**src/hw/rtl/psf_pkg.sv**
```systemverilog
// ----------------------------------------------------------------------------
// psf_pkg
// Shared types and constants of the scanline span fill block.
// ----------------------------------------------------------------------------
`default_nettype none

package psf_pkg;

  localparam int DEF_MAX_VERTICES    = 16;
  localparam int DEF_COORD_FRAC_BITS = 4;
  localparam int CROSS_FRAC_BITS     = 8;
  localparam int MAX_SPANS           = 8;
  localparam int MIN_POLY_VERTICES   = 3;

  localparam int COORD_W    = 16;
  localparam int ROW_W      = 12;
  localparam int COL_W      = 12;
  localparam int FLAT_W     = 24;
  localparam int CFG_W      = 13;
  localparam int CFG_ADDR_W = 2;
  localparam int MAX_COLS   = 4096;

  localparam logic [CFG_W-1:0] WIDTH_RESET  = 13'd512;
  localparam logic [CFG_W-1:0] HEIGHT_RESET = 13'd512;

  typedef logic [1:0] opcode_t;
  localparam opcode_t OP_CLEAR  = 2'd0;
  localparam opcode_t OP_APPEND = 2'd1;
  localparam opcode_t OP_QUERY  = 2'd2;

  typedef logic [CFG_ADDR_W-1:0] cfg_addr_t;
  localparam cfg_addr_t REG_IMAGE_WIDTH  = 2'd0;
  localparam cfg_addr_t REG_IMAGE_HEIGHT = 2'd1;

endpackage

`default_nettype wire

```
**src/hw/rtl/psf_if.sv**
```systemverilog
// ----------------------------------------------------------------------------
// psf_if
// Request, result and configuration channels of the span fill block.
// ----------------------------------------------------------------------------
`default_nettype none

interface psf_req_if;
  import psf_pkg::*;
  logic                       valid;
  logic                       ready;
  opcode_t                    opcode;
  logic signed [COORD_W-1:0]  vertex_x;
  logic signed [COORD_W-1:0]  vertex_y;
  logic        [ROW_W-1:0]    query_row;
  modport source (output valid, opcode, vertex_x, vertex_y, query_row, input ready);
  modport sink   (input valid, opcode, vertex_x, vertex_y, query_row, output ready);
endinterface

interface psf_rsp_if;
  import psf_pkg::*;
  logic              valid;
  logic              ready;
  logic              span_valid;
  logic [COL_W-1:0]  span_start;
  logic [COL_W-1:0]  span_end;
  logic [FLAT_W-1:0] start_index;
  logic              last_span;
  modport source (output valid, span_valid, span_start, span_end, start_index, last_span,
                  input ready);
  modport sink   (input valid, span_valid, span_start, span_end, start_index, last_span,
                  output ready);
endinterface

interface psf_cfg_if;
  import psf_pkg::*;
  logic                  valid;
  logic                  ready;
  logic [CFG_ADDR_W-1:0] index;
  logic [CFG_W-1:0]      data;
  modport source (output valid, index, data, input ready);
  modport sink   (input valid, index, data, output ready);
endinterface

`default_nettype wire

```
**src/hw/rtl/psf_vstore.sv**
```systemverilog
// ----------------------------------------------------------------------------
// psf_vstore
// Vertex memory: one write port, one registered read port.
// ----------------------------------------------------------------------------
`default_nettype none

module psf_vstore #(
  parameter int DEPTH = psf_pkg::DEF_MAX_VERTICES,
  parameter int AW    = $clog2(psf_pkg::DEF_MAX_VERTICES)
) (
  input  logic                              clk,
  input  logic                              wr_en,
  input  logic [AW-1:0]                     wr_addr,
  input  logic signed [psf_pkg::COORD_W-1:0] wr_x,
  input  logic signed [psf_pkg::COORD_W-1:0] wr_y,
  input  logic [AW-1:0]                     rd_addr,
  output logic signed [psf_pkg::COORD_W-1:0] rd_x,
  output logic signed [psf_pkg::COORD_W-1:0] rd_y
);
  import psf_pkg::*;

  logic signed [COORD_W-1:0] mem_x [DEPTH];
  logic signed [COORD_W-1:0] mem_y [DEPTH];

  always_ff @(posedge clk) begin
    if (wr_en) begin
      mem_x[wr_addr] <= wr_x;
      mem_y[wr_addr] <= wr_y;
    end
    rd_x <= mem_x[rd_addr];
    rd_y <= mem_y[rd_addr];
  end

endmodule

`default_nettype wire

```
**src/hw/rtl/psf_div.sv**
```systemverilog
// ----------------------------------------------------------------------------
// psf_div
// Restoring unsigned divider, one quotient bit per cycle.
// ----------------------------------------------------------------------------
`default_nettype none

module psf_div #(
  parameter int NW = 40,
  parameter int DW = 17
) (
  input  logic          clk,
  input  logic          rst,
  input  logic          start,
  input  logic [NW-1:0] num,
  input  logic [DW-1:0] den,
  output logic          done,
  output logic [NW-1:0] quo,
  output logic          rem_nz
);
  localparam int CNTW = $clog2(NW + 1);

  logic [DW-1:0]   rem;
  logic [DW-1:0]   dsr;
  logic [CNTW-1:0] cnt;
  logic            busy;
  logic [DW:0]     trial;
  logic [DW:0]     diff;

  assign trial  = {rem, quo[NW-1]};
  assign diff   = trial - {1'b0, dsr};
  assign rem_nz = |rem;

  always_ff @(posedge clk) begin
    if (rst) begin
      busy <= 1'b0;
      done <= 1'b0;
      cnt  <= '0;
    end else if (start) begin
      busy <= 1'b1;
      done <= 1'b0;
      cnt  <= '0;
      rem  <= '0;
      quo  <= num;
      dsr  <= den;
    end else if (busy) begin
      // shift in the next numerator bit, subtract when it fits
      if (!diff[DW]) begin
        rem <= diff[DW-1:0];
        quo <= {quo[NW-2:0], 1'b1};
      end else begin
        rem <= trial[DW-1:0];
        quo <= {quo[NW-2:0], 1'b0};
      end
      cnt <= cnt + 1'b1;
      if (cnt == CNTW'(NW - 1)) begin
        busy <= 1'b0;
        done <= 1'b1;
      end
    end else begin
      done <= 1'b0;
    end
  end

endmodule

`default_nettype wire

```
**src/hw/rtl/polygon_scanline_span_fill_top.sv**
```systemverilog
// ----------------------------------------------------------------------------
// polygon_scanline_span_fill_top
// Even-odd scanline polygon fill, one span list per row request.
// ----------------------------------------------------------------------------
// Clear and append requests are handled without leaving idle. A row query
// walks every edge through one shared multiplier and a bit-serial divider,
// NUMW bits wide and 40 at the default coordinate format, then runs a bubble
// sort on the crossing register line, then pairs the sorted crossings into
// spans and hands each span over the result handshake. Requests are refused
// while a query is at work.
`default_nettype none

module polygon_scanline_span_fill_top #(
  parameter int MAX_VERTICES    = psf_pkg::DEF_MAX_VERTICES,
  parameter int COORD_FRAC_BITS = psf_pkg::DEF_COORD_FRAC_BITS
) (
  input logic        clk,
  input logic        rst,
  psf_req_if.sink    req,
  psf_rsp_if.source  rsp,
  psf_cfg_if.sink    cfg
);
  import psf_pkg::*;

  localparam int AW   = (MAX_VERTICES > 1) ? $clog2(MAX_VERTICES) : 1;
  localparam int CW   = $clog2(MAX_VERTICES + 1);
  localparam int YQW  = ROW_W + COORD_FRAC_BITS + 1;
  localparam int DYW  = ((YQW > COORD_W) ? YQW : COORD_W) + 1;
  localparam int DXW  = COORD_W + 1;
  localparam int PW   = DYW + DXW;
  localparam int SUMW = PW + 1;
  localparam int SH   = CROSS_FRAC_BITS - COORD_FRAC_BITS;
  localparam int NUMW = SUMW + SH;
  localparam int CXW  = COORD_W + SH + 1;
  localparam int SW   = ((CXW - 6) > 14) ? CXW - 6 : 14;
  localparam int KW   = $clog2(MAX_SPANS + 1);

  localparam logic signed [CXW-1:0] SENTINEL = {1'b0, {(CXW-1){1'b1}}};

  typedef enum logic [3:0] {
    S_IDLE, S_RDA, S_RDB, S_CHK, S_MA, S_MB, S_SUM, S_DIV, S_SORT, S_PAIR, S_OUT
  } state_t;

  state_t state;

  logic [CFG_W-1:0]  image_width;
  logic [CFG_W-1:0]  image_height;
  logic [CW-1:0]     vertex_total;
  logic [AW-1:0]     edge_idx;
  logic [ROW_W-1:0]  row;
  logic [FLAT_W-1:0] row_base;

  logic signed [COORD_W-1:0] x1, y1, x2, y2;
  logic signed [COORD_W-1:0] rd_x, rd_y;
  logic signed [CXW-1:0]     xbuf [MAX_VERTICES];
  logic [CW-1:0]             cross_cnt;
  logic [CW-1:0]             remain;
  logic [AW-1:0]             step_cnt;
  logic [AW-1:0]             pass_cnt;
  logic signed [PW-1:0]      prod;
  logic signed [PW-1:0]      acc;
  logic                      num_neg;

  logic              pend_valid;
  logic [COL_W-1:0]  pend_start;
  logic [COL_W-1:0]  pend_end;
  logic [FLAT_W-1:0] pend_idx;
  logic [KW-1:0]     span_cnt;
  logic              ret_idle;

  logic              o_valid;
  logic              o_span_valid;
  logic [COL_W-1:0]  o_start;
  logic [COL_W-1:0]  o_end;
  logic [FLAT_W-1:0] o_idx;
  logic              o_last;

  // ---------------- request decode and vertex store ----------------
  logic          req_fire;
  logic          wr_en;
  logic [AW-1:0] nx;
  logic [AW-1:0] rd_addr;
  logic          is_last_edge;

  assign req.ready = (state == S_IDLE);
  assign cfg.ready = 1'b1;
  assign req_fire  = req.valid && req.ready;
  assign wr_en     = req_fire && (req.opcode == OP_APPEND) &&
                     (vertex_total < CW'(MAX_VERTICES));

  assign is_last_edge = (CW'(edge_idx) + 1'b1) >= vertex_total;
  assign nx           = is_last_edge ? '0 : edge_idx + 1'b1;
  assign rd_addr      = (state == S_RDB) ? nx : edge_idx;

  psf_vstore #(.DEPTH(MAX_VERTICES), .AW(AW)) u_vstore (
    .clk     (clk),
    .wr_en   (wr_en),
    .wr_addr (vertex_total[AW-1:0]),
    .wr_x    (req.vertex_x),
    .wr_y    (req.vertex_y),
    .rd_addr (rd_addr),
    .rd_x    (rd_x),
    .rd_y    (rd_y)
  );

  // ---------------- edge arithmetic ----------------
  logic [YQW-1:0]        yq_u;
  logic signed [DYW-1:0] yq_s;
  logic signed [DYW-1:0] y1e, y2e;
  logic                  hit;
  logic signed [DXW-1:0] den;
  logic signed [DXW-1:0] dx;
  logic signed [DYW-1:0] mul_a;
  logic signed [DXW-1:0] mul_b;
  logic signed [PW-1:0]  mul_p;
  logic signed [SUMW-1:0] sum_raw;
  logic signed [SUMW-1:0] sum_adj;
  logic                  sum_neg;
  logic [SUMW-1:0]       sum_mag;
  logic signed [DXW-1:0] den_abs;
  logic                  div_start;
  logic                  div_done;
  logic [NUMW-1:0]       div_quo;
  logic                  div_rem_nz;
  logic signed [NUMW:0]  q_signed;
  logic signed [CXW-1:0] crossing;

  assign yq_u = YQW'(row) << COORD_FRAC_BITS;
  assign yq_s = $signed(DYW'(yq_u));
  assign y1e  = DYW'(y1);
  assign y2e  = DYW'(rd_y);
  // half-open rule: one end strictly above the row, the other on or below
  assign hit  = ((y1e < yq_s) && (y2e >= yq_s)) || ((y2e < yq_s) && (y1e >= yq_s));

  assign den   = DXW'(y2) - DXW'(y1);
  assign dx    = DXW'(x2) - DXW'(x1);
  assign mul_a = (state == S_MA) ? DYW'(x1) : (yq_s - y1e);
  assign mul_b = (state == S_MA) ? den : dx;
  assign mul_p = PW'(mul_a) * PW'(mul_b);

  assign sum_raw = SUMW'(acc) + SUMW'(prod);
  assign sum_adj = (den < 0) ? -sum_raw : sum_raw;
  assign sum_neg = sum_adj < 0;
  assign sum_mag = sum_neg ? $unsigned(-sum_adj) : $unsigned(sum_adj);
  assign den_abs = (den < 0) ? -den : den;

  assign div_start = (state == S_SUM);

  psf_div #(.NW(NUMW), .DW(DXW)) u_div (
    .clk    (clk),
    .rst    (rst),
    .start  (div_start),
    .num    (NUMW'(sum_mag) << SH),
    .den    ($unsigned(den_abs)),
    .done   (div_done),
    .quo    (div_quo),
    .rem_nz (div_rem_nz)
  );

  // floor of a negative quotient steps one further down on a remainder
  assign q_signed = num_neg ? -($signed({1'b0, div_quo}) + $signed({{NUMW{1'b0}}, div_rem_nz}))
                            : $signed({1'b0, div_quo});
  assign crossing = CXW'(q_signed);

  // ---------------- sort and pairing ----------------
  logic signed [CXW-1:0] sort_lo, sort_hi;
  logic signed [CXW:0]   c0_up;
  logic signed [CXW:0]   c0_sh;
  logic signed [SW-1:0]  s_val, e_val, s_cl, e_cl, e_max;
  logic [CFG_W-1:0]      wclip;
  logic                  span_ok;
  logic                  pair_done;

  assign sort_lo = (xbuf[0] > xbuf[1]) ? xbuf[1] : xbuf[0];
  assign sort_hi = (xbuf[0] > xbuf[1]) ? xbuf[0] : xbuf[1];

  assign c0_up = $signed((CXW+1)'(xbuf[0])) + $signed((CXW+1)'((1 << CROSS_FRAC_BITS) - 1));
  assign c0_sh = c0_up >>> CROSS_FRAC_BITS;
  assign s_val = SW'(c0_sh);
  assign e_val = SW'(xbuf[1] >>> CROSS_FRAC_BITS);
  assign wclip = (image_width > CFG_W'(MAX_COLS)) ? CFG_W'(MAX_COLS) : image_width;
  assign e_max = $signed(SW'(wclip)) - $signed(SW'(1));
  assign s_cl  = (s_val < 0) ? '0 : s_val;
  assign e_cl  = (e_val > e_max) ? e_max : e_val;
  assign span_ok   = s_cl <= e_cl;
  assign pair_done = (remain < CW'(2)) || (span_cnt == KW'(MAX_SPANS));

  // ---------------- sequencer ----------------
  always_ff @(posedge clk) begin
    if (rst) begin
      state        <= S_IDLE;
      image_width  <= WIDTH_RESET;
      image_height <= HEIGHT_RESET;
      vertex_total <= '0;
      o_valid      <= 1'b0;
      pend_valid   <= 1'b0;
    end else begin
      if (cfg.valid && cfg.ready) begin
        unique case (cfg.index)
          REG_IMAGE_WIDTH:  image_width  <= cfg.data;
          REG_IMAGE_HEIGHT: image_height <= cfg.data;
          default: ;
        endcase
      end

      unique case (state)
        S_IDLE: begin
          if (req_fire) begin
            if (req.opcode == OP_CLEAR) begin
              vertex_total <= '0;
            end else if (wr_en) begin
              vertex_total <= vertex_total + 1'b1;
            end else if (req.opcode == OP_QUERY) begin
              row      <= req.query_row;
              row_base <= FLAT_W'(req.query_row * image_width);
              if (CFG_W'(req.query_row) >= image_height ||
                  vertex_total < CW'(MIN_POLY_VERTICES)) begin
                o_valid      <= 1'b1;
                o_span_valid <= 1'b0;
                o_start      <= '0;
                o_end        <= '0;
                o_idx        <= '0;
                o_last       <= 1'b1;
                ret_idle     <= 1'b1;
                state        <= S_OUT;
              end else begin
                for (int j = 0; j < MAX_VERTICES; j++) xbuf[j] <= SENTINEL;
                cross_cnt  <= '0;
                edge_idx   <= '0;
                span_cnt   <= '0;
                pend_valid <= 1'b0;
                state      <= S_RDA;
              end
            end
          end
        end

        S_RDA: state <= S_RDB;

        S_RDB: begin
          x1    <= rd_x;
          y1    <= rd_y;
          state <= S_CHK;
        end

        S_CHK: begin
          x2 <= rd_x;
          y2 <= rd_y;
          if (hit && (rd_y != y1)) begin
            state <= S_MA;
          end else if (is_last_edge) begin
            step_cnt <= '0;
            pass_cnt <= '0;
            state    <= S_SORT;
          end else begin
            edge_idx <= edge_idx + 1'b1;
            state    <= S_RDA;
          end
        end

        S_MA: begin
          prod  <= mul_p;
          state <= S_MB;
        end

        S_MB: begin
          acc   <= prod;
          prod  <= mul_p;
          state <= S_SUM;
        end

        S_SUM: begin
          num_neg <= sum_neg;
          state   <= S_DIV;
        end

        S_DIV: begin
          if (div_done) begin
            // push at the tail of the crossing line
            for (int j = 0; j < MAX_VERTICES - 1; j++) xbuf[j] <= xbuf[j+1];
            xbuf[MAX_VERTICES-1] <= crossing;
            cross_cnt <= cross_cnt + 1'b1;
            if (is_last_edge) begin
              step_cnt <= '0;
              pass_cnt <= '0;
              state    <= S_SORT;
            end else begin
              edge_idx <= edge_idx + 1'b1;
              state    <= S_RDA;
            end
          end
        end

        S_SORT: begin
          if (step_cnt == AW'(MAX_VERTICES - 1)) begin
            // close the pass: move the carried maximum to the tail
            for (int j = 0; j < MAX_VERTICES - 1; j++) xbuf[j] <= xbuf[j+1];
            xbuf[MAX_VERTICES-1] <= xbuf[0];
            step_cnt <= '0;
            pass_cnt <= pass_cnt + 1'b1;
            if (pass_cnt == AW'(MAX_VERTICES - 1)) begin
              remain <= cross_cnt;
              state  <= S_PAIR;
            end
          end else begin
            // carry the larger at the head, drop the smaller at the tail
            xbuf[0] <= sort_hi;
            for (int j = 1; j < MAX_VERTICES - 1; j++) xbuf[j] <= xbuf[j+1];
            xbuf[MAX_VERTICES-1] <= sort_lo;
            step_cnt <= step_cnt + 1'b1;
          end
        end

        S_PAIR: begin
          if (pair_done) begin
            o_valid  <= 1'b1;
            o_last   <= 1'b1;
            ret_idle <= 1'b1;
            state    <= S_OUT;
            if (pend_valid) begin
              o_span_valid <= 1'b1;
              o_start      <= pend_start;
              o_end        <= pend_end;
              o_idx        <= pend_idx;
            end else begin
              o_span_valid <= 1'b0;
              o_start      <= '0;
              o_end        <= '0;
              o_idx        <= '0;
            end
          end else begin
            for (int j = 0; j < MAX_VERTICES - 2; j++) xbuf[j] <= xbuf[j+2];
            xbuf[MAX_VERTICES-2] <= SENTINEL;
            xbuf[MAX_VERTICES-1] <= SENTINEL;
            remain <= remain - CW'(2);
            if (span_ok) begin
              span_cnt   <= span_cnt + 1'b1;
              pend_valid <= 1'b1;
              pend_start <= COL_W'(s_cl);
              pend_end   <= COL_W'(e_cl);
              pend_idx   <= row_base + FLAT_W'(COL_W'(s_cl));
              // a newer span exists, so the held one is not the last
              if (pend_valid) begin
                o_valid      <= 1'b1;
                o_span_valid <= 1'b1;
                o_start      <= pend_start;
                o_end        <= pend_end;
                o_idx        <= pend_idx;
                o_last       <= 1'b0;
                ret_idle     <= 1'b0;
                state        <= S_OUT;
              end
            end
          end
        end

        S_OUT: begin
          if (rsp.ready) begin
            o_valid <= 1'b0;
            state   <= ret_idle ? S_IDLE : S_PAIR;
          end
        end

        default: state <= S_IDLE;
      endcase
    end
  end

  assign rsp.valid       = o_valid;
  assign rsp.span_valid  = o_span_valid;
  assign rsp.span_start  = o_start;
  assign rsp.span_end    = o_end;
  assign rsp.start_index = o_idx;
  assign rsp.last_span   = o_last;

  // ---------------- assertions ----------------
  a_no_req_while_result: assert property (@(posedge clk) disable iff (rst)
    req.ready |-> !rsp.valid)
    else $error("request accepted while a result is pending");

  a_empty_is_last: assert property (@(posedge clk) disable iff (rst)
    (rsp.valid && !rsp.span_valid) |-> rsp.last_span)
    else $error("no-span result not marked last");

  a_span_order: assert property (@(posedge clk) disable iff (rst)
    (rsp.valid && rsp.span_valid) |-> (rsp.span_start <= rsp.span_end))
    else $error("span start beyond span end");

  a_vertex_cap: assert property (@(posedge clk) disable iff (rst)
    vertex_total <= CW'(MAX_VERTICES))
    else $error("vertex count above capacity");

  a_span_cap: assert property (@(posedge clk) disable iff (rst)
    (state == S_PAIR) |-> (span_cnt <= KW'(MAX_SPANS)))
    else $error("span count above limit");

endmodule

`default_nettype wire
```
**src/flat_wrapper.sv**
```systemverilog
// flat-port wrapper written by rule: the top's interface ports become plain ports
module polygon_scanline_span_fill_top_flat import psf_pkg::*;
#(
  parameter int MAX_VERTICES    = psf_pkg::DEF_MAX_VERTICES,
  parameter int COORD_FRAC_BITS = psf_pkg::DEF_COORD_FRAC_BITS
)
  (clk, rst, req_valid, req_opcode, req_vertex_x, req_vertex_y, req_query_row, req_ready, rsp_valid, rsp_span_valid, rsp_span_start, rsp_span_end, rsp_start_index, rsp_last_span, rsp_ready, cfg_valid, cfg_index, cfg_data, cfg_ready);
  psf_req_if req_i ();
  psf_rsp_if rsp_i ();
  psf_cfg_if cfg_i ();
  input logic clk;
  input logic rst;
  input wire logic [$bits(req_i.valid)-1:0] req_valid;
  input wire logic [$bits(req_i.opcode)-1:0] req_opcode;
  input wire logic [$bits(req_i.vertex_x)-1:0] req_vertex_x;
  input wire logic [$bits(req_i.vertex_y)-1:0] req_vertex_y;
  input wire logic [$bits(req_i.query_row)-1:0] req_query_row;
  output wire logic [$bits(req_i.ready)-1:0] req_ready;
  output wire logic [$bits(rsp_i.valid)-1:0] rsp_valid;
  output wire logic [$bits(rsp_i.span_valid)-1:0] rsp_span_valid;
  output wire logic [$bits(rsp_i.span_start)-1:0] rsp_span_start;
  output wire logic [$bits(rsp_i.span_end)-1:0] rsp_span_end;
  output wire logic [$bits(rsp_i.start_index)-1:0] rsp_start_index;
  output wire logic [$bits(rsp_i.last_span)-1:0] rsp_last_span;
  input wire logic [$bits(rsp_i.ready)-1:0] rsp_ready;
  input wire logic [$bits(cfg_i.valid)-1:0] cfg_valid;
  input wire logic [$bits(cfg_i.index)-1:0] cfg_index;
  input wire logic [$bits(cfg_i.data)-1:0] cfg_data;
  output wire logic [$bits(cfg_i.ready)-1:0] cfg_ready;
  assign req_i.valid = req_valid;
  assign req_i.opcode = req_opcode;
  assign req_i.vertex_x = req_vertex_x;
  assign req_i.vertex_y = req_vertex_y;
  assign req_i.query_row = req_query_row;
  assign req_ready = req_i.ready;
  assign rsp_valid = rsp_i.valid;
  assign rsp_span_valid = rsp_i.span_valid;
  assign rsp_span_start = rsp_i.span_start;
  assign rsp_span_end = rsp_i.span_end;
  assign rsp_start_index = rsp_i.start_index;
  assign rsp_last_span = rsp_i.last_span;
  assign rsp_i.ready = rsp_ready;
  assign cfg_i.valid = cfg_valid;
  assign cfg_i.index = cfg_index;
  assign cfg_i.data = cfg_data;
  assign cfg_ready = cfg_i.ready;
  polygon_scanline_span_fill_top #(.MAX_VERTICES(MAX_VERTICES), .COORD_FRAC_BITS(COORD_FRAC_BITS)) u_core (.clk(clk), .rst(rst), .req(req_i), .rsp(rsp_i), .cfg(cfg_i));
endmodule
```
**config.mk**
```make
export PLATFORM = sky130hd
export DESIGN_NAME = polygon_scanline_span_fill_top_flat
export DESIGN_NICKNAME = d
export VERILOG_FILES = /design/src/hw/rtl/psf_pkg.sv /design/src/hw/rtl/psf_if.sv /design/src/hw/rtl/psf_vstore.sv /design/src/hw/rtl/psf_div.sv /design/src/hw/rtl/polygon_scanline_span_fill_top.sv /design/src/flat_wrapper.sv
export SDC_FILE = /design/constraint.sdc
export NUM_CORES = 2
export LEC_CHECK = 0
export BUFFER_PORTS_ARGS = -buffer_cell sky130_fd_sc_hd__buf_2
export CORE_MARGIN = 2
export CORE_UTILIZATION = 50
export DETAILED_ROUTE_END_ITERATION = 12
export PLACE_DENSITY_LB_ADDON = 0.05
export SLEW_MARGIN = 20
export SYNTH_ARGS = -nofsm -noshare
export SYNTH_HDL_FRONTEND = slang
export SYNTH_SLANG_ARGS = --single-unit
```
**constraint.sdc**
```tcl
create_clock -name clk -period 10.7 [get_ports clk]
set_clock_uncertainty 0.05 [all_clocks]
set_input_delay 2.14 -clock clk [delete_from_list [all_inputs] [get_ports clk]]
set_output_delay 2.14 -clock clk [all_outputs]
set_load 0.02 [all_outputs]
```
==> results.md <==
- Area Overhead vs Synth: 9.830%
- Required time worst endpoint: ~11 ns
- Max-cap violations: 0
- Arr. time, crit path: roughly 10 ns
- Post-cts sizing count: 0
- Compound-gate portion of the synthesized area: between 10% and 20%
- Crit path max fanout: 19
- Distinct cells, synth: 102
- Reg-to-Reg Start: u_core.x1[0]$_DFFE_PP_
- Most used cell, CP: fa_1
- Fin. max-slew vios: 0
- Die area: 0.1600 mm²
- FMAX: ~100 MHz
- R2R Setup Slk: slightly below 0.9 ns
- FF+latch count, synth: approximately 1300
- Tightest Pin Transition: 1.148 ns
- Worst min-delay path class: register to register
- Top cells by area, synth: edfxtp_1, fa_1, ha_1
- # rows: ~150
- Worst path max stage delay: 0.65 ns
- Fin Setup TNS: 0 ns
- Clock Path Buffers: 3
- Die W: ~400 µm
- Wirelength per Cell: 20.92 µm
- Synthesized cell area: about 0.078 mm²
- CP Launch Type: register
- Setup crit end kind: register
- Total Wirelength: 199400 µm
- Share of post-route cells with drive strength above 1: around 7.4%
- YS warnings: 0
- Mux contribution to synthesized area: 0.5568%
- Post-synth top area share: 44.96%
- Unrepaired setup endpoints after global routing: no
- Syn nets: 8204
- DRC violations left: 0
- Post-Synth XOR/XNOR Area: 3.162%
- Worst reg2reg path depth: 39
- Clock tree sinks: approximately 1300
- Main combinational cell family by area after synthesis: adder cells
- Initial antenna violation count: 15
- RePlAce Congestion: 0.9107
- Vert. Die Dim: roughly 400 µm
- Starting Density: 50.26%
- Hold path endpoint: u_core.acc[34]$_DFFE_PP_
- Layout fillers: ~14000
- Via density: approximately 5.7
- Minimum clock period: between 9 and 10 ns
- Syn Area/Cell: roughly 11 µm²
- Final Cycle Share: 91.75%
- Slowest-stage cell, CP: a2111oi_0
- Fin. Hold Viols: 0
- Status: finished clean
- Final setup fails: 0
- Post-Synth Simple-Gate Area: 14.69%
- Clock Pin Slew Worst Setup and Hold Paths: roughly 0.060 ns
- Num CTS Buffers: between 100 and 150
- Initial DRT Pass Iterations: 6
- GRT Resource Usage Total: about a quarter
- Core ar.: 0.1560 mm²
- Top_reg_cell synth: edfxtp_1
- CP Class: register to register
- Number of flops mapped to enable cells by yosys: ~1200
- Most common cell after layout, fill and taps aside: edfxtp_1
- DRT iter0 DRCs: about 4200
- Post-DRT Antenna Nets: 0
- TritonCTS clock tree: yes
- Synthesized-area fraction occupied by adder cells: roughly 17%
- Vias in the first global route: between 50000 and 60000
- Worst rel slew slack: approximately a quarter
- Leading area contributor after synthesis: edfxtp_1
- Remaining Overflow, GRT: 0
- Final-stage net count: 8227
- Root Buffer: clkbuf_16
- CTS HTree Levels: 4
- Final HPWL DP: between 100000 and 150000 µm
- Mapped Cells: around 7300
- PortBufs: between 100 and 150
- Worst R2R End: u_core.prod[31]$_DFFE_PP_
- Hold Path Depth: 0
- Clk Latency, worst-skew pair: just under 0.8 ns
- Hold Buf Count CTS: 0
- Fraction of registers with async set/reset: 0%
- Pin count of the biggest net entering global routing: 161
- Boundary pin count: around 120
- Seq/Total Area, Yosys: a little under half
- Vias: between 50000 and 60000
- First-pass GRT wire length: ~310000 µm
- Commonest cells after routing, fill and taps aside: edfxtp_1, nand2_1, inv_1
- Hold path start: u_core.prod[34]$_DFFE_PP_
- Post-CTS setup buffers: 0
stage by stage:
step	util, %	hold slack [ns]	setup slack, ns	cells	instance area, µm²
after floorplan	-	0.3537	0.1725	7327	78420
after global placement	52.17	0.3593	1.117	9262	81400
after detailed placement	52.17	0.3679	0.9755	9262	81400
after CTS	55.17	0.3804	0.9532	9527	86080
after global routing	55.19	0.3859	0.1502	9528	86120
final	55.20	0.3748	0.8827	9532	86130
cells by family (layout without fill, tap and decap cells):
logic type,after synthesis,after routing
AOI/OAI and AO/OA,1313,1313
xor gates and xnor gates,278,278
adders and majority gates,811,811
buffers and inverters,1068,1211
DFF,1293,1293
muxes,43,43
other,1,5
and+or+nand+nor,2520,2520
flip-flops by register name, indices dropped and copies added, names as in the netlist, 24 cells and up:
register                flops
u_core.xbuf               336
u_core.u_vstore.mem_x     256
u_core.u_vstore.mem_y     256
u_core.u_div.quo           40
u_core.acc                 35
u_core.prod                35
u_core.pend_idx            24
u_core.row_base            24
u_core.rsp.start_index     24
Yosys cell counts, types with 27 or more instances:
library cell  count
a21oi_1         360
ha_1            386
nand2_1        1001
nor2_1          644
a21boi_0         29
fa_1            425
dfxtp_1         119
edfxtp_1       1174
o21ai_0         184
nor2b_1          39
a21o_1           68
o21a_1           49
o21ai_1          43
mux2i_1          38
and3_1          101
nor3_1           73
inv_1           719
a311oi_1         98
nand3_1         186
o22a_1          188
xor2_1           83
nor4_1           27
and2_1          247
nand4_1          37
nand2b_1         45
xnor2_1         189
a31oi_1          64
or3_1            27
clkbuf_1        317
critical path: cells and delay by family, from the launching register on:
family                     cells  cell delay (ns)
DFF                            1             0.38
AOI/OAI and AO/OA             17             3.54
and+or+nand+nor                9             1.45
adders and majority gates      9             3.79
buffers and inverters          4             0.40
routing by layer:
layer	track usage (%)	vias to the layer above	part of all wire (%)
li1	-	25513	-
met1	36.70	26773	47
met2	39.35	1350	46
met3	3.344	281	5.0
met4	6.180	16	2.2
met5	0	-	0.049
final cells by class:
cell class | count | area [µm²] | area share, %
Timing Repair Buffer | 226 | 1499 | 1.740
Sequential cell | 1293 | 37640 | 43.70
Tap cell | 2058 | 2575 | 2.990
Inverter | 720 | 2703 | 3.138
Multi-Input combinational cell | 4966 | 37030 | 42.99
Clock buffer | 197 | 3911 | 4.541
Antenna cell | 4 | 10.01 | 0.01162
Clock inverter | 68 | 768.2 | 0.8920
how the worst max path moves through the flow:
stage | start | to
finish | u_core.x1[0]$_DFFE_PP_ | u_core.prod[31]$_DFFE_PP_
detailed placement | u_core.y1[1]$_DFFE_PP_ | u_core.prod[31]$_DFFE_PP_
global placement | u_core.x1[0]$_DFFE_PP_ | u_core.prod[31]$_DFFE_PP_
CTS | u_core.y1[1]$_DFFE_PP_ | u_core.prod[31]$_DFFE_PP_
floorplan | u_core.image_width[2]$_SDFFE_PP0P_ | u_core.ret_idle$_SDFFCE_PN1P_
global route | u_core.x1[0]$_DFFE_PP_ | u_core.prod[31]$_DFFE_PP_
Power is not shown: default switching activity piles up to over one toggle a cycle in this logic, so the estimate is an artifact.
